<file path="config.mk">
export PLATFORM = sky130hd
export DESIGN_NAME = srt_cell
export DESIGN_NICKNAME = d
export VERILOG_FILES = /design/src/hw/rtl/srt_pkg.sv /design/src/hw/rtl/srt_cell.sv
export SDC_FILE = /design/constraint.sdc
export NUM_CORES = 1
export LEC_CHECK = 0
export ABC_AREA = 1
export BUFFER_PORTS_ARGS = -buffer_cell sky130_fd_sc_hd__buf_2
export CAP_MARGIN = 20
export CORE_AREA = 2 2 119 121
export CTS_CLUSTER_DIAMETER = 60
export DETAILED_ROUTE_END_ITERATION = 10
export DIE_AREA = 0 0 121 123
export PLACE_DENSITY = 0.86
export SLEW_MARGIN = 0
export SYNTH_ARGS = -nofsm -noshare
export SYNTH_HDL_FRONTEND = slang
export SYNTH_SLANG_ARGS = --single-unit
</file>
<file path="constraint.sdc">
create_clock -name clk -period 3.2 [get_ports clk]
set_input_delay 0.32 -clock clk [delete_from_list [all_inputs] [get_ports clk]]
set_output_delay 0.32 -clock clk [all_outputs]
set_load 0.05 [all_outputs]
</file>
<file path="src/hw/rtl/srt_pkg.sv">
// Shared types and constants for the sorted ranking table.
package srt_pkg;

	// Fixed field widths
	localparam int ID_W     = 44;
	localparam int SCORE_W  = 7;
	localparam int GROUP_W  = 7;
	localparam int KIND_W   = 2;
	localparam int STATUS_W = 2;

	// Default table depth
	localparam int MAX_ENTRIES_DEF = 1024;

	// Item kinds
	localparam logic [KIND_W-1:0] KIND_ADD   = 2'd0;
	localparam logic [KIND_W-1:0] KIND_READ  = 2'd1;
	localparam logic [KIND_W-1:0] KIND_CLEAR = 2'd2;

	// Result status codes
	localparam logic [STATUS_W-1:0] STATUS_OK    = 2'd0;
	localparam logic [STATUS_W-1:0] STATUS_FULL  = 2'd1;
	localparam logic [STATUS_W-1:0] STATUS_RANGE = 2'd2;

	// One table entry
	typedef struct packed {
		logic [ID_W-1:0]    id;
		logic [SCORE_W-1:0] score;
		logic [GROUP_W-1:0] group;
	} entry_t;

	// Commands broadcast from the controller to every cell
	typedef struct packed {
		logic insert;
		logic tap_load;
		logic tap_shift;
	} cell_cmd_t;

	// Controller states
	typedef enum logic [1:0] {
		ST_IDLE,
		ST_LOCATE,
		ST_COUNT,
		ST_DONE
	} state_t;

endpackage

</file>
<file path="src/hw/rtl/srt_cell.sv">
// One cell of the sorted chain: holds one entry and one read tap.
module srt_cell #(
	parameter int INDEX = 0,
	parameter int CNT_W = 11
) (
	input  logic              clk,
	input  srt_pkg::cell_cmd_t cmd,
	input  logic [CNT_W-1:0]  count,
	input  srt_pkg::entry_t   new_ent,
	input  srt_pkg::entry_t   left_ent,
	input  logic              left_ge,
	output logic              ge,
	output srt_pkg::entry_t   ent,
	input  srt_pkg::entry_t   tap_in,
	output srt_pkg::entry_t   tap_out
);

	localparam logic [CNT_W-1:0] IDX = CNT_W'(INDEX);

	srt_pkg::entry_t ent_q;
	srt_pkg::entry_t tap_q;
	logic            live;
	logic            at_end;
	logic            ahead;

	// New entry sorts ahead of this cell's entry, or this cell is the first free slot
	always_comb begin
		live   = IDX < count;
		at_end = IDX == count;
		ahead  = (new_ent.score > ent_q.score) ||
			((new_ent.score == ent_q.score) && (new_ent.id < ent_q.id));
		ge     = (live && ahead) || at_end;
	end

	// Insert: take the neighbor's entry when the slot moves down, else the new one
	always_ff @(posedge clk) begin
		if (cmd.insert && ge) begin
			if (left_ge) begin
				ent_q <= left_ent;
			end else begin
				ent_q <= new_ent;
			end
		end
	end

	// Read tap: snapshot of the entry, shifted toward cell 0 one step a cycle while a shift is commanded
	always_ff @(posedge clk) begin
		if (cmd.tap_load) begin
			tap_q <= ent_q;
		end else if (cmd.tap_shift) begin
			tap_q <= tap_in;
		end
	end

	assign ent     = ent_q;
	assign tap_out = tap_q;

endmodule

</file>
==> results.py <==
metrics = {
    "finish": {
        "nets": 1130,
        "layout_commonest_cell": "buf_2",
        "synthToLayoutAreaGrowth_pct": 38.0,
        "final_cell_mix": "306 x buf_2, 155 x nand2_1, 116 x edfxtp_1",
        "diodes": 0,
        "nFillCells": 1104,
        "drive_gt1_share_pct": 44.4,
    },
    "floorplan": {
        "row_count": 43,
        "die_w_um": 121,
        "die_h_um": 123,
        "core_area_um2": 13600,
        "start_util_pct": 45.7,
        "die_area_um2": 14900,
        "io_pins": 307,
    },
    "timing": {
        "fin_worst_skew_ns": 0.00818,
        "finalSetupViolations": 0,
        "slew_headroom_pct": 48.9,
        "tns_ns": 0,
        "worstMarginPinSlew_ns": 0.766,
        "rsz0062_at_grt": "no",
        "finalMaxSlewViolations": 0,
        "worst_slack_ns": 0.344,
        "holdWs_ns": 0.170,
        "fin_crit_sh_pct": 89.3,
        "fmax_mhz": 350,
        "final-hold-violation-count": 0,
        "finalCriticalPeriod_ns": 2.86,
    },
    "yosys": {
        "avgSynthCellArea_um2": 10.8,
        "synth_area_um2": 6220,
        "ys_ff_latch": 116,
        "ys_seq_area_share_pct": 56.0,
        "synth_cell_types": 22,
        "syn-instance-count": 577,
        "syn_nets": 817,
        "ys_warn_count": 0,
    },
    "clocking": {
        "cts_hold_buf": 0,
        "cts.sinks": 116,
        "cts_buffers": 17,
        "tritoncts": "done",
        "cts_root_buffer": "clkbuf_16",
        "cts_max_path_buffers": 2,
        "cts_post_setup_buffers_inserted": 0,
        "clk_latency_ns": 0.41,
        "cts.reportedPaths.clkPinSlew_ns": 0.05,
        "htree_num_levels": 4,
        "cts_resized": 0,
    },
    "setup_path": {
        "cpPeakStageDelay_ns": 0.42,
        "crit_family": "simple AND/OR/NAND/NOR gates",
        "path_class": "flop to flop",
        "path_max_fanout": 21,
        "cp_data_arrival_time_ns": 3.02,
        "worstPathRequired_ns": 3.36,
        "end_kind": "flop",
        "crit_path_cell_trace": "inv_1, ha_1, nand2_1, nor2_2, nand2_1, nor2_1, nand2_1, nor2_1, nand2_1, nand3_2, nand3_4, nand2_1, clkinvlp_4, buf_12",
        "start_kind": "flop",
        "ff2ff_setup_slack_ns": 0.34,
        "slowest_stage": "clkinvlp_4",
        "worst_path_most_repeated_cell": "nand2_1",
        "path_buf_inv": 3,
    },
    "global_route": {
        "grt_pass1_vias": 5280,
        "antenna_found_initial": 0,
        "grt_pass1_wl_mm": 25.9,
        "globalRouteOverflowTotal": 0,
        "grtUsageTotal_pct": 23.3,
        "grt_max_degree": 54,
    },
    "placed_design": {
        "dp_slack_ns": 0.302,
        "dp_hpwl_mm": 13.9,
        "globalplace.congestion": 0.820,
        "portBuffers": 306,
    },
    "pwr": {
        "power_frac_comb_pct": 22.5,
        "p_per_area_nw_per_um2": 562,
        "p_sw_uw": 1460,
        "irDropWorstVdd_v": 0.000355,
        "swShare_pct": 30.2,
        "p_seq_share_pct": 39.0,
        "p_leak_uw": 0.00422,
        "clkPwrFrac_pct": 38.5,
        "internal_power_uw": 3360,
    },
    "routing": {
        "avgViaCountPerCell": 4.88,
        "postRouteAntennaNets": 0,
        "wl_per_cell_um": 16.4,
        "num_vias": 5280,
        "drc": 0,
        "wirelength_mm": 17.8,
        "firstDrtPassIters": 4,
        "drtIter0Drc": 279,
    },
    "status": {
        "status": "complete, no violations",
    },
    "job": {
        "max_cap_viol_count": 0,
    },
    "worst_hold_path": {
        "hold_path.class": "input port to flop",
    },
}
synth_stat cells (all sizes together):
library cell	number	share of area (%)
clkinv	1	0.060
o21a	1	0.12
nand3	4	0.48
clkbuf	10	0.60
nor2	17	1.1
a21oi	18	1.4
nand3b	1	0.12
nor3	2	0.16
buf	9	0.72
or2	1	0.10
ha	50	10
inv	78	4.7
nor4	2	0.20
nand2	155	9.4
edfxtp	116	56
nand4	3	0.30
o211ai	1	0.12
o21ai	51	4.1
mux2	56	10
a21o	1	0.12
worst reg2reg max path, cell delays in order (launching register included):
cell and delay [ns]:
edfxtp_1 0.35, inv_1 0.07, ha_1 0.30, nand2_1 0.11, nor2_2 0.15, nand2_1 0.09
nor2_1 0.22, nand2_1 0.10, nor2_1 0.10, nand2_1 0.08, nand3_2 0.09, nand3_4 0.06
nand2_1 0.10, clkinvlp_4 0.42, buf_12 0.35
cells by family (layout without fill, tap and decap cells):
| group | after synthesis | in the layout | share of synthesized area, % |
|---|---|---|---|
| adder cells (fa/ha/maj) | 50 | 50 | 10.1 |
| multiplexers | 56 | 56 | 10.1 |
| buffers and inverters | 98 | 424 | 6.10 |
| AND/OR/NAND/NOR | 185 | 185 | 11.8 |
| flip-flops | 116 | 116 | 56.0 |
| AO/OA/AOI/OAI | 72 | 72 | 5.91 |
worst paths after layout:
path                     startpoint                   end  cells past startpoint
hold / removal            tap_in[2]  tap_out[2]$_DFFE_PP_                      3
hold reg to reg    ent[5]$_DFFE_PP_  tap_out[5]$_DFFE_PP_                      2
setup / recovery  ent[57]$_DFFE_PP_     ent[28]$_DFFE_PP_                     14
setup reg to reg  ent[57]$_DFFE_PP_     ent[28]$_DFFE_PP_                     14
stage by stage:
step	power [µW]	util, %	area, µm²	std cells
global route	5020	63.0	8580	1083
detailed placement	2990	58.8	8010	1051
CTS	4860	63.0	8580	1083
floorplan	2640	-	6230	577
global placement	2970	58.8	8010	1051
finish	4820	63.0	8580	1083
state kept, by name (all words and copies together) (netlist names):
register / cells
tap_out: 58
ent: 58
layout make-up:
class / count / area [µm²] / share of cell area (%)
clock buffer: 20 / 437 / 5.09
clock inverter: 12 / 138 / 1.60
inverter: 79 / 300 / 3.50
multi-input combinational: 363 / 2360 / 27.6
sequential: 116 / 3480 / 40.6
tap: 180 / 225 / 2.62
timing repair buffer: 313 / 1630 / 19.0
metal layers:
layer  GRT usage [%]  wire length, µm
met5               0                0
met4            9.45              424
met3            6.87             1370
met2            42.1             9190
met1            25.7             6810
power groups by stage:
stage | clock (µW) | sequential (µW) | combinational (µW)
final | 1860 | 1880 | 1090
after global placement | 0 | 1900 | 1070
after global routing | 1970 | 1890 | 1170
after detailed placement | 0 | 1910 | 1090
after floorplan | 0 | 2330 | 311
after CTS | 1880 | 1880 | 1090
No activity file was read; power rests on OpenSTA's default activity.
