===== src/hw/rtl/srt_pkg.sv =====
// Shared types and constants for the sorted ranking table.
package srt_pkg;

	// Fixed field widths
	localparam int ID_W     = 44;
	localparam int SCORE_W  = 7;
	localparam int GROUP_W  = 7;
	localparam int KIND_W   = 2;
	localparam int STATUS_W = 2;

	// Default table depth
	localparam int MAX_ENTRIES_DEF = 1024;

	// Item kinds
	localparam logic [KIND_W-1:0] KIND_ADD   = 2'd0;
	localparam logic [KIND_W-1:0] KIND_READ  = 2'd1;
	localparam logic [KIND_W-1:0] KIND_CLEAR = 2'd2;

	// Result status codes
	localparam logic [STATUS_W-1:0] STATUS_OK    = 2'd0;
	localparam logic [STATUS_W-1:0] STATUS_FULL  = 2'd1;
	localparam logic [STATUS_W-1:0] STATUS_RANGE = 2'd2;

	// One table entry
	typedef struct packed {
		logic [ID_W-1:0]    id;
		logic [SCORE_W-1:0] score;
		logic [GROUP_W-1:0] group;
	} entry_t;

	// Commands broadcast from the controller to every cell
	typedef struct packed {
		logic insert;
		logic tap_load;
		logic tap_shift;
	} cell_cmd_t;

	// Controller states
	typedef enum logic [1:0] {
		ST_IDLE,
		ST_LOCATE,
		ST_COUNT,
		ST_DONE
	} state_t;

endpackage


===== src/hw/rtl/srt_ctrl.sv =====
// Controller: handshakes, entry count, read scan and result register.
module srt_ctrl #(
	parameter int MAX_ENTRIES = srt_pkg::MAX_ENTRIES_DEF,
	parameter int CNT_W       = $clog2(MAX_ENTRIES + 1),
	parameter int POS_W       = $clog2(MAX_ENTRIES)
) (
	input  logic                         clk,
	input  logic                         arst_n,
	input  logic                         item_valid,
	output logic                         item_stall,
	input  logic [srt_pkg::KIND_W-1:0]   kind,
	input  logic [POS_W-1:0]             position,
	output logic                         result_valid,
	input  logic                         result_stall,
	output logic [srt_pkg::STATUS_W-1:0] status,
	output logic [srt_pkg::ID_W-1:0]     out_id,
	output logic [CNT_W-1:0]             overall_rank,
	output logic [srt_pkg::GROUP_W-1:0]  out_group,
	output logic [CNT_W-1:0]             group_rank,
	output logic [CNT_W-1:0]             entry_count,
	output srt_pkg::cell_cmd_t           cmd,
	output logic [CNT_W-1:0]             count,
	input  srt_pkg::entry_t              head_ent
);

	localparam logic [CNT_W-1:0] MAX_CNT = CNT_W'(MAX_ENTRIES);

	srt_pkg::state_t state_q, state_d;
	logic [CNT_W-1:0] count_q;
	logic             result_valid_q;
	logic             full;
	logic             pos_ok;
	logic             out_take;
	logic             at_pos;

	logic [POS_W-1:0]             pos_q;
	logic [POS_W-1:0]             idx_q;
	logic [srt_pkg::SCORE_W-1:0]  tgt_score_q;
	logic [CNT_W-1:0]             above_q;
	logic [CNT_W-1:0]             above_grp_q;
	logic [srt_pkg::STATUS_W-1:0] res_status_q;
	logic [srt_pkg::ID_W-1:0]     res_id_q;
	logic [CNT_W-1:0]             res_orank_q;
	logic [srt_pkg::GROUP_W-1:0]  res_group_q;
	logic [CNT_W-1:0]             res_grank_q;
	logic [srt_pkg::STATUS_W-1:0] out_status_q;
	logic [srt_pkg::ID_W-1:0]     out_id_q;
	logic [CNT_W-1:0]             out_orank_q;
	logic [srt_pkg::GROUP_W-1:0]  out_group_q;
	logic [CNT_W-1:0]             out_grank_q;
	logic [CNT_W-1:0]             out_count_q;

	assign full     = count_q == MAX_CNT;
	assign pos_ok   = CNT_W'(position) < count_q;
	assign out_take = !result_valid_q || !result_stall;
	assign at_pos   = idx_q == pos_q;

	// State register
	always_ff @(posedge clk or negedge arst_n) begin
		if (!arst_n) begin
			state_q <= srt_pkg::ST_IDLE;
		end else begin
			state_q <= state_d;
		end
	end

	// Next state and cell commands
	always_comb begin
		state_d    = state_q;
		cmd        = '0;
		item_stall = state_q != srt_pkg::ST_IDLE;
		case (state_q)
			srt_pkg::ST_IDLE: begin
				if (item_valid) begin
					state_d = srt_pkg::ST_DONE;
					case (kind)
						srt_pkg::KIND_ADD: begin
							cmd.insert = !full;
						end
						srt_pkg::KIND_READ: begin
							if (pos_ok) begin
								cmd.tap_load = 1'b1;
								state_d      = srt_pkg::ST_LOCATE;
							end
						end
						default: begin
						end
					endcase
				end
			end
			srt_pkg::ST_LOCATE: begin
				if (at_pos) begin
					cmd.tap_load = 1'b1;
					state_d      = srt_pkg::ST_COUNT;
				end else begin
					cmd.tap_shift = 1'b1;
				end
			end
			srt_pkg::ST_COUNT: begin
				if (at_pos) begin
					state_d = srt_pkg::ST_DONE;
				end else begin
					cmd.tap_shift = 1'b1;
				end
			end
			srt_pkg::ST_DONE: begin
				if (out_take) begin
					state_d = srt_pkg::ST_IDLE;
				end
			end
			default: begin
				state_d = srt_pkg::ST_IDLE;
			end
		endcase
	end

	// Entry count and result valid
	always_ff @(posedge clk or negedge arst_n) begin
		if (!arst_n) begin
			count_q        <= '0;
			result_valid_q <= 1'b0;
		end else begin
			if (state_q == srt_pkg::ST_IDLE && item_valid) begin
				if (kind == srt_pkg::KIND_ADD && !full) begin
					count_q <= count_q + CNT_W'(1);
				end else if (kind == srt_pkg::KIND_CLEAR) begin
					count_q <= '0;
				end
			end
			if (state_q == srt_pkg::ST_DONE && out_take) begin
				result_valid_q <= 1'b1;
			end else if (!result_stall) begin
				result_valid_q <= 1'b0;
			end
		end
	end

	// Read scan: first pass finds the entry, second pass counts higher scores
	always_ff @(posedge clk) begin
		case (state_q)
			srt_pkg::ST_IDLE: begin
				pos_q        <= position;
				idx_q        <= '0;
				above_q      <= '0;
				above_grp_q  <= '0;
				res_id_q     <= '0;
				res_orank_q  <= '0;
				res_group_q  <= '0;
				res_grank_q  <= '0;
				res_status_q <= srt_pkg::STATUS_OK;
				if (kind == srt_pkg::KIND_ADD && full) begin
					res_status_q <= srt_pkg::STATUS_FULL;
				end else if (kind == srt_pkg::KIND_READ && !pos_ok) begin
					res_status_q <= srt_pkg::STATUS_RANGE;
				end
			end
			srt_pkg::ST_LOCATE: begin
				if (at_pos) begin
					tgt_score_q <= head_ent.score;
					res_id_q    <= head_ent.id;
					res_group_q <= head_ent.group;
					idx_q       <= '0;
				end else begin
					idx_q <= idx_q + POS_W'(1);
				end
			end
			srt_pkg::ST_COUNT: begin
				if (at_pos) begin
					res_orank_q <= above_q + CNT_W'(1);
					res_grank_q <= above_grp_q + CNT_W'(1);
				end else begin
					idx_q <= idx_q + POS_W'(1);
					if (head_ent.score > tgt_score_q) begin
						above_q <= above_q + CNT_W'(1);
						if (head_ent.group == res_group_q) begin
							above_grp_q <= above_grp_q + CNT_W'(1);
						end
					end
				end
			end
			default: begin
			end
		endcase
	end

	// Output register; the count is captured with the beat so it holds while stalled
	always_ff @(posedge clk) begin
		if (state_q == srt_pkg::ST_DONE && out_take) begin
			out_status_q <= res_status_q;
			out_id_q     <= res_id_q;
			out_orank_q  <= res_orank_q;
			out_group_q  <= res_group_q;
			out_grank_q  <= res_grank_q;
			out_count_q  <= count_q;
		end
	end

	assign result_valid = result_valid_q;
	assign status       = out_status_q;
	assign out_id       = out_id_q;
	assign overall_rank = out_orank_q;
	assign out_group    = out_group_q;
	assign group_rank   = out_grank_q;
	assign entry_count  = out_count_q;
	assign count        = count_q;

`ifndef ASSERT_OFF
	a_insert_room: assert property (@(posedge clk) disable iff (!arst_n)
		cmd.insert |-> count_q < MAX_CNT)
		else $error("insert issued on a full table");
	a_insert_count: assert property (@(posedge clk) disable iff (!arst_n)
		cmd.insert |=> count_q == $past(count_q) + CNT_W'(1))
		else $error("entry count did not follow an insert");
	a_tap_excl: assert property (@(posedge clk) disable iff (!arst_n)
		!(cmd.tap_load && cmd.tap_shift) && !(cmd.insert && cmd.tap_shift))
		else $error("conflicting cell commands");
	a_busy_after: assert property (@(posedge clk) disable iff (!arst_n)
		(item_valid && !item_stall) |=> item_stall)
		else $error("item taken without going busy");
	a_scan_bound: assert property (@(posedge clk) disable iff (!arst_n)
		(state_q == srt_pkg::ST_COUNT || state_q == srt_pkg::ST_LOCATE) |-> idx_q <= pos_q)
		else $error("scan index passed the read position");
`endif

endmodule


===== config.mk =====
export PLATFORM = sky130hd
export DESIGN_NAME = srt_ctrl
export DESIGN_NICKNAME = d
export VERILOG_FILES = /design/src/hw/rtl/srt_pkg.sv /design/src/hw/rtl/srt_ctrl.sv
export SDC_FILE = /design/constraint.sdc
export NUM_CORES = 1
export LEC_CHECK = 0
export BUFFER_PORTS_ARGS = -buffer_cell sky130_fd_sc_hd__buf_2
export CAP_MARGIN = 10
export CORE_UTILIZATION = 55
export DETAILED_ROUTE_END_ITERATION = 10
export GPL_TIMING_DRIVEN = 0
export PLACE_DENSITY = 0.87
export SKIP_CTS_REPAIR_TIMING = 1
export SYNTH_ARGS = -nofsm -noshare
export SYNTH_HDL_FRONTEND = slang
export SYNTH_SLANG_ARGS = --single-unit

===== constraint.sdc =====
create_clock -name clk -period 17.45 [get_ports clk]
set_input_delay 1.745 -clock clk [delete_from_list [all_inputs] [get_ports clk]]
set_output_delay 1.745 -clock clk [all_outputs]
set_load 0.05 [all_outputs]

==> results of run 1 <==
==> worst paths after layout <==
kind | to | slack (ps)
worst max-delay path | cmd[1] | 12230
min in group asynchronous | count[9] | 1150
worst min register to register | group_rank[5] | 420
max in group asynchronous | count[8] | 16040
worst max register to register | res_id_q[32] | 14650
worst min-delay path | group_rank[5] | 420
==> layer usage <==
layer / vias to the layer above / share of wire / track usage / wire, microns
li1: 2455 / - / - / -
met1: 2468 / 0.41 / 0.2566 / 6851
met5: - / 0 / 0 / 0
met4: 0 / 0.027 / 0.06990 / 444
met2: 176 / 0.50 / 0.3669 / 8380
met3: 40 / 0.060 / 0.03992 / 995
==> final cells by class <==
| cell class | instances | area share |
|---|---|---|
| flip-flops and latches | 224 | 0.6130 |
| multi-input cells | 296 | 0.1882 |
| repair buffers | 179 | 0.09011 |
| clock buffers | 26 | 0.05404 |
| well taps | 211 | 0.02431 |
| clock inverters | 16 | 0.01510 |
| inverters | 24 | 0.008297 |
| plain buffers | 15 | 0.006914 |
==> flip-flops by register name (all words and copies together), names as in the netlist, 10 cells and up <==
name          count
out_id           44
pos_q            10
count            11
above_q          11
idx_q            10
res_orank_q      11
entry_count      11
res_id_q         44
above_grp_q      11
res_grank_q      11
group_rank       11
overall_rank     11
==> logic make-up (layout without fill, tap and decap cells) <==
| kind of cell | count (synthesis) | in the layout | synth area share |
|---|---|---|---|
| flops | 224 | 224 | 0.7528 |
| simple gates | 177 | 177 | 0.1114 |
| compound gates | 49 | 49 | 0.03609 |
| xor+xnor | 43 | 43 | 0.04259 |
| buf+inv | 39 | 260 | 0.01868 |
| fa+ha+maj | 26 | 26 | 0.03679 |
| mux | 1 | 1 | 0.001698 |
==> worst max-delay path: stages <==
cell and delay (ps):
buf_2 110, ha_1 310, a211oi_1 190, o21ai_0 110
a22oi_1 330, nand2_1 80, o21ai_0 270, buf_2 330
==> synthesized netlist by cell type, drive strengths merged (3+ instances only) <==
library cell | number | share of area
nand3 | 23 | 0.013
xor2 | 19 | 0.019
o21ai | 24 | 0.014
buf | 4 | 0.0037
inv | 24 | 0.010
ha | 26 | 0.037
nor3 | 5 | 0.0028
and2 | 70 | 0.050
a21o | 3 | 0.0025
a31oi | 6 | 0.0042
and3 | 14 | 0.0099
xnor2 | 24 | 0.024
nor2 | 26 | 0.011
nand2 | 14 | 0.0059
edfxtp | 210 | 0.71
clkbuf | 11 | 0.0048
dfrtp | 14 | 0.040
nand4 | 5 | 0.0035
nor4 | 4 | 0.0028
a21oi | 3 | 0.0017
nor2b | 8 | 0.0057
==> per-stage QoR <==
step	cells	utilization	hold WS, ps
after floorplan	559	-	400.3
after global placement	945	0.6470	400.7
after detailed placement	949	0.6552	404.5
after CTS	991	0.7038	418.6
after global routing	991	0.7038	421.2
final	991	0.7038	415.8
==> power by group <==
part / internal (mW) / switching, mW
combinational: 0.170 / 0.488
sequential: 0.856 / 0.0770
clock: 0.287 / 0.195
==> results.ini, run 1 <==
[timing]
max_freq_mhz = 191.5
setup_tns_ps = 0
finalCritPeriodShare = 0.2993
finalMaxSlewViolations = 0
worst_clock_skew_ps = 10.23
layout_min_cycle_time_ps = 5223
fin_ws_ps = 12230
slew_headroom = 0.3280
tightestPinTransition_ps = 1001
hold_violations = 0
setup_viol = 0
grt_setup_unrepaired = false

[setup_path]
r2r_start = state_q[0]
r2r_cells = 5
crit_arrival_ps = 3480
crit_path_max_fanout = 3
cp-startpoint = position[6]
required_ps = 15700
crit_type = in -> out
critPathLaunchType = input pin
endpoint_kind = primary output

[job]
maxCapViolations = 0

[drt]
wl_mm = 16.67
vias = 5139
firstDrtPassIters = 4
routed_via_density = 5.186
avgRoutedWirePerCell_microns = 16.82
drtAntennaViolNets = 0
drtIter0Drc = 295
drc_errors = 0

[final_layout]
area_growth_pct = 22.80
multi_input_area_sq_um = 2043
stdcell_area_sq_um = 10860
drive_gt1_frac = 0.2923
final_cell_mix = edfxtp_1, buf_2, and2_1
num-fill-cells = 1070
n_antenna_cell = 0
register_area_sq_um = 6656
final_nets = 863
mostFrequentLayoutCell = edfxtp_1

[clock_network]
cts_buffers = 23
h-tree-depth = 1
clock-sinks = 224
cts_tree = yes
cts_root_buffer = clkbuf_16
insertion_delay_ps = 500
clockBufferDepth = 3
clkSlewWorstSetupHoldPaths_ps = 60

[grt]
antenna_found_initial = 0
gr-usage-all-layers = 0.2074
overflow = 0
grt_pass1_wl_mm = 26.38
grt_max_degree = 33
grt_pass1_vias = 5176

[die]
dieArea_sq_um = 16590
rows = 45
die_x_microns = 128.8
core_sq_um = 15430
pin_count = 176
die_y_microns = 128.8
start_util = 0.5732

[status]
status = finished clean

[place]
dp_hpwl_mm = 11.90
port_buffers = 175
gp_congestion = 0.8394
place_area_sq_um = 10110
dp_slack_ps = 12320

[synthesis]
ys.flop_type = edfxtp_1
synth_seq_cells = 224
synth_warnings = 0
synth.cell_area_sq_um = 8842
avgSynthCellArea_sq_um = 15.82
async_flop_share = 0.06250
synth_edf_count = 210
syn_inst = 559
yosysUniqueCellTypes = 48
synth_seq_area_share = 0.7528
syn_nets = 659

[worst_hold_path]
worstHoldStart = res_grank_q[5]
worstHoldPathType = reg -> reg
hold_depth = 0

[power_and_ir_drop]
max-vdd-ir-drop_mv = 0.1184
powerDensity_nw_per_um2 = 191.0
p_leak_nw = 4.263
power.total_mw = 2.074

(Power assumes the default switching activity.)
==> run 2: changes to the inputs <==
Settings changed: ABC_AREA set to 1, CORE_UTILIZATION 55 to 50, PLACE_DENSITY 0.87 to 0.83.
Clock period 17.45 ns to 4.45 ns, I/O delays scaled along.
==> results.ini, run 2 <==
[drt]
avgRoutedWirePerCell_microns = 15.51  ; was 16.82 microns
wl_mm = 17.96  ; was 16.67 mm
drtIter0Drc = 381  ; was 295
drc_errors = 0  ; unchanged
drtAntennaViolNets = 0  ; unchanged
vias = 5806  ; was 5139
routed_via_density = 5.014  ; was 5.186
firstDrtPassIters = 5  ; was 4

[synthesis]
synth_common_cells = edfxtp_1, nand2_1, inv_1, nor2_1, ha_1  ; was edfxtp_1, and2_1, ha_1, nor2_1, xnor2_1
yosysUniqueCellTypes = 38  ; was 48
yosysMostFrequentCell = edfxtp_1  ; unchanged
synth_seq_area_share = 0.7299  ; was 0.7528
async_flop_share = 0.06250  ; unchanged
yosys-top-cells-area = edfxtp_1, nand2_1, inv_1  ; was edfxtp_1, and2_1, dfrtp_1
avgSynthCellArea_sq_um = 12.90  ; was 15.82 sq um
netlist.area_leader.share = 0.6915  ; was 0.7132
synth_seq_cells = 224  ; unchanged
synth.cell_area_sq_um = 9120  ; was 8842 sq um
synth_area_leader_cell = edfxtp_1  ; unchanged
ys.flop_type = edfxtp_1  ; unchanged
synth_edf_count = 210  ; unchanged
syn_inst = 707  ; was 559
synth_warnings = 0  ; unchanged
syn_nets = 807  ; was 659

[timing]
setup_tns_ps = 0  ; unchanged
worst_clock_skew_ps = 18.74  ; was 10.23 ps
max_freq_mhz = 304.2
finalCritPeriodShare = 0.7387
tightestPinTransition_ps = 1032  ; was 1001 ps
grt_setup_unrepaired = false  ; unchanged
slew_headroom = 0.3121  ; was 0.3280
hold_violations = 0  ; unchanged
layout_min_cycle_time_ps = 3287
setup_viol = 0  ; unchanged
finalMaxSlewViolations = 0  ; unchanged

[place]
gp_congestion = 0.8196  ; was 0.8394
port_buffers = 175  ; unchanged
dp.cells = 1116  ; was 949
dp_hpwl_mm = 12.68  ; was 11.90 mm

[die]
rows = 49  ; was 45
pin_count = 176  ; unchanged
die_x_microns = 137.1  ; was 128.8 microns
core_sq_um = 17900  ; was 15430 sq um
die_y_microns = 137.1  ; was 128.8 microns
start_util = 0.5094  ; was 0.5732
dieArea_sq_um = 18780  ; was 16590 sq um

[clock_network]
cts_tree = yes  ; unchanged
clockBufferDepth = 3  ; unchanged
clock-sinks = 224  ; unchanged
cts_root_buffer = clkbuf_16  ; unchanged
clkSlewWorstSetupHoldPaths_ps = 60  ; about the same
cts_buffers = 24  ; was 23
h-tree-depth = 1  ; unchanged
insertion_delay_ps = 520  ; was 500 ps

[power_and_ir_drop]
max-vdd-ir-drop_mv = 0.4483  ; was 0.1184 mV
powerDensity_nw_per_um2 = 778.4  ; was 191.0 nW/um^2
p_leak_nw = 4.948  ; was 4.263 nW

[final_layout]
drive_gt1_frac = 0.2809  ; was 0.2923
fin_cells = 1158  ; was 991
mostFrequentLayoutCell = edfxtp_1  ; unchanged
area_growth_pct = 23.24  ; was 22.80%
final_nets = 1014  ; was 863
n_antenna_cell = 0  ; unchanged
num-fill-cells = 1331  ; was 1070
final_cell_mix = edfxtp_1, buf_2, nand2_1  ; was edfxtp_1, buf_2, and2_1

[setup_path]
critPathLaunchType = flip-flop  ; was input pin
cp_slowest_cell = ha_1  ; was a22oi_1
crit_type = reg -> out  ; was in -> out
cp_slowest_stage_delay_ps = 620  ; was 330 ps
crit_family = simple AND/OR/NAND/NOR gates  ; was compound AO/OA/AOI/OAI gates
required_ps = 4010  ; was 15700 ps
crit_path_max_fanout = 16  ; was 3
crit_arrival_ps = 2840  ; was 3480 ps
cp_num_buf_inv = 2  ; unchanged
cp_cell_sequence = inv_1, ha_1, nand2_1, nor2_2, nand2_1, nor2_2, buf_2  ; was buf_2, ha_1, a211oi_1, o21ai_0, a22oi_1, nand2_1, o21ai_0, buf_2
endpoint_kind = primary output  ; unchanged

[worst_hold_path]
worstHoldPathType = in -> reg  ; was reg -> reg

[job]
maxCapViolations = 0  ; unchanged

[grt]
antenna_found_initial = 1  ; was 0
grt_pass1_wl_mm = 27.08  ; was 26.38 mm
grt_max_degree = 33  ; unchanged
overflow = 0  ; unchanged
gr-usage-all-layers = 0.1881  ; was 0.2074
grt_pass1_vias = 5470  ; was 5176

[status]
status = finished clean  ; unchanged

==> run 2: kinds of logic after synthesis <==
family          after synthesis  share of synthesized area
compound gates               57                    0.03814
xor+xnor                     19                    0.01825
buf+inv                     130                    0.05447
fa+ha+maj                    26                    0.03567
simple gates                251                     0.1236
flops                       224                     0.7299
==> run 2: worst paths after layout <==
path,startpoint,end,slack [ps],depth (start not counted)
min in group asynchronous,arst_n,state_q[0],370,2
min,head_ent[7],tgt_score_q[0],130,1
max,state_q[0],cmd[2],1160,7
max in group asynchronous,arst_n,count[2],3820,2
min reg2reg,res_id_q[40],out_id[40],410,0
max reg2reg,state_q[0],res_group_q[4],1730,5
==> run 2: power by group <==
group / switching [mW] / internal, mW
Clock: 0.788 / 1.27
Combinational: 2.19 / 0.683
Sequential: 0.362 / 3.45
==> run 2: worst register-to-register path, cell delays in order (launching register included) <==
cell,delay [ps]
dfrtp_1,430
inv_1,100
ha_1,620
inv_1,320
o21ai_4,650
buf_12,290
==> run 2: through the flow <==
stage                     utilization  power, mW  worst slack [ps]  hold slack, ps  cell area, sq um
after floorplan                     -      5.908             247.5           149.4              9124
after global placement         0.5746      6.564            -663.6           369.7             10290
after detailed placement       0.5816      6.731              1648           377.4             10410
after CTS                      0.6273      8.822              1132          -179.8             11230
after global routing           0.6278      9.200             947.7           117.0             11240
final                          0.6278      8.748              1163           133.9             11240
==> run 2: area by class of cell <==
cell class,instances,area (sq um),area share
flip-flops and latches,224,6656,0.5922
clock inverters,15,210.2,0.01870
clock buffers,26,608.1,0.05410
plain buffers,9,42.54,0.003785
inverters,121,454.2,0.04041
repair buffers,181,988.4,0.08794
multi-input cells,353,1993,0.1773
well taps,229,286.5,0.02549
==> run 2: metal layers <==
metal	GRT usage	wire length, microns
met4	0.05128	368
met1	0.2374	7335
met5	0	10
met2	0.3274	8699
met3	0.03889	1541
==> run 3: changes to the inputs <==
Clock period 4.45 ns to 2.94 ns, I/O delays scaled along.
==> results.ini, run 3 (synthesis results as in run 2) <==
[timing]
grt_setup_unrepaired = false  ; unchanged
holdWs_ps = 12.03  ; was 133.9 ps
setup_viol = 0  ; unchanged
fin_ws_ps = 160.1  ; was 1163 ps
worst_clock_skew_ps = 25.56  ; was 18.74 ps
max_freq_mhz = 359.7
slew_headroom = 0.3383  ; was 0.3121
layout_min_cycle_time_ps = 2780
setup_tns_ps = 0  ; unchanged
tightestPinTransition_ps = 992.6  ; was 1032 ps
finalMaxSlewViolations = 0  ; unchanged
hold_violations = 0  ; unchanged
finalCritPeriodShare = 0.9456

[setup_path]
crit_type = reg -> out  ; unchanged
required_ps = 2650  ; was 4010 ps
cp-startpoint = state_q[0]  ; unchanged
crit_arrival_ps = 2490  ; was 2840 ps
critPathLaunchType = flip-flop  ; unchanged
endpoint_kind = primary output  ; unchanged
crit_path_max_fanout = 16  ; unchanged
r2r_start = state_q[0]  ; unchanged

[die]
die_x_microns = 137.1  ; unchanged
rows = 49  ; unchanged
pin_count = 176  ; unchanged
dieArea_sq_um = 18780  ; unchanged
die_y_microns = 137.1  ; unchanged
start_util = 0.5094  ; unchanged
core_sq_um = 17900  ; unchanged

[drt]
drtIter0Drc = 492  ; was 381
drtAntennaViolNets = 0  ; unchanged
firstDrtPassIters = 5  ; unchanged
wl_mm = 17.68  ; was 17.96 mm
vias = 5686  ; was 5806
drc_errors = 0  ; unchanged
routed_via_density = 4.864  ; was 5.014
avgRoutedWirePerCell_microns = 15.12  ; was 15.51 microns

[clock_network]
cts_tree = yes  ; unchanged
insertion_delay_ps = 510  ; was 520 ps
cts_buffers = 23  ; was 24
clkSlewWorstSetupHoldPaths_ps = 60  ; about the same
clockBufferDepth = 3  ; unchanged
h-tree-depth = 1  ; unchanged
cts_root_buffer = clkbuf_16  ; unchanged
clock-sinks = 224  ; unchanged

[power_and_ir_drop]
power.total_mw = 13.21  ; was 8.748 mW
powerDensity_nw_per_um2 = 1164  ; was 778.4 nW/um^2
p_leak_nw = 4.976  ; was 4.948 nW
swShare = 0.3837  ; was 0.3820
pwr-share-seq = 0.438  ; was 0.436
max-vdd-ir-drop_mv = 0.7516  ; was 0.4483 mV
netSwitchingPower_mw = 5.067  ; was 3.342 mW
combPwrFrac = 0.338  ; was 0.329
p_int_mw = 8.138  ; was 5.406 mW
pwr-share-clk = 0.224  ; was 0.236

[place]
dp_hpwl_mm = 12.79  ; was 12.68 mm
port_buffers = 175  ; unchanged
dp_slack_ps = 23.23  ; was 1648 ps
gp_congestion = 0.8381  ; was 0.8196

[grt]
antenna_found_initial = 1  ; unchanged
grt_pass1_vias = 5358  ; was 5470
grt_pass1_wl_mm = 26.88  ; was 27.08 mm
gr-usage-all-layers = 0.1868  ; was 0.1881
grt_max_degree = 30  ; was 33
overflow = 0  ; unchanged

[final_layout]
drive_gt1_frac = 0.2822  ; was 0.2809
final_nets = 1023  ; was 1014
area_growth_pct = 24.38  ; was 23.24%
num-fill-cells = 1342  ; was 1331
final_cell_mix = edfxtp_1, buf_2, nand2_1  ; unchanged
mostFrequentLayoutCell = edfxtp_1  ; unchanged

[job]
maxCapViolations = 0  ; unchanged

[status]
status = finished clean  ; unchanged

[worst_hold_path]
worstHoldStart = position[2]  ; was head_ent[7]
worstHoldPathType = in -> reg  ; unchanged

[run 3: final cells by class]
class | instances | area, sq um | share of cell area
Antenna cell | 1 | 2.502 | 0.0002206
Buffer | 8 | 38.79 | 0.003419
Clock buffer | 25 | 583.1 | 0.05140
Timing Repair Buffer | 192 | 1124 | 0.09905
Tap cell | 229 | 286.5 | 0.02526
Multi-Input combinational cell | 353 | 2006 | 0.1768
Clock inverter | 16 | 192.7 | 0.01699
Sequential cell | 224 | 6656 | 0.5868
Inverter | 121 | 454.2 | 0.04004
[run 3: power by group through the flow]
stage	combinational, mW	sequential [mW]	clock, mW
final	4.46	5.79	2.95
after global routing	4.85	5.92	3.12
after CTS	4.46	5.79	3.01
after detailed placement	4.44	5.85	0
after global placement	4.10	5.82	0
after floorplan	1.86	7.06	0
[run 3: metrics by stage]
stage,cells,util,instance area (sq um)
after floorplan,707,-,9135
after global placement,1111,0.5752,10300
after detailed placement,1117,0.5835,10450
after CTS,1158,0.6269,11220
after global routing,1169,0.6336,11340
final,1169,0.6336,11340
[run 3: path summary, 6_finish.rpt]
path,to,slack (ps),depth (start not counted)
max,cmd[2],160,7
min,pos_q[2],10,1
max reg2reg,above_grp_q[9],290,7
min reg2reg,out_id[12],400,0
max in group asynchronous,count[10],2450,2
min in group asynchronous,count[3],220,2
[run 3: layer usage]
metal	wire length [microns]	vias up	global-route usage
li1	-	2816	-
met1	7270	2663	0.2401
met2	8932	177	0.3199
met3	1082	30	0.03593
met4	393	0	0.05678
met5	0	-	0
[run 3: worst max-delay path, stage by stage (launching register included)]
cell	delay [ps]
dfrtp_1	440
inv_1	140
ha_4	300
nand2_1	120
nor2_2	130
nand2_1	100
nor2_2	390
buf_2	350
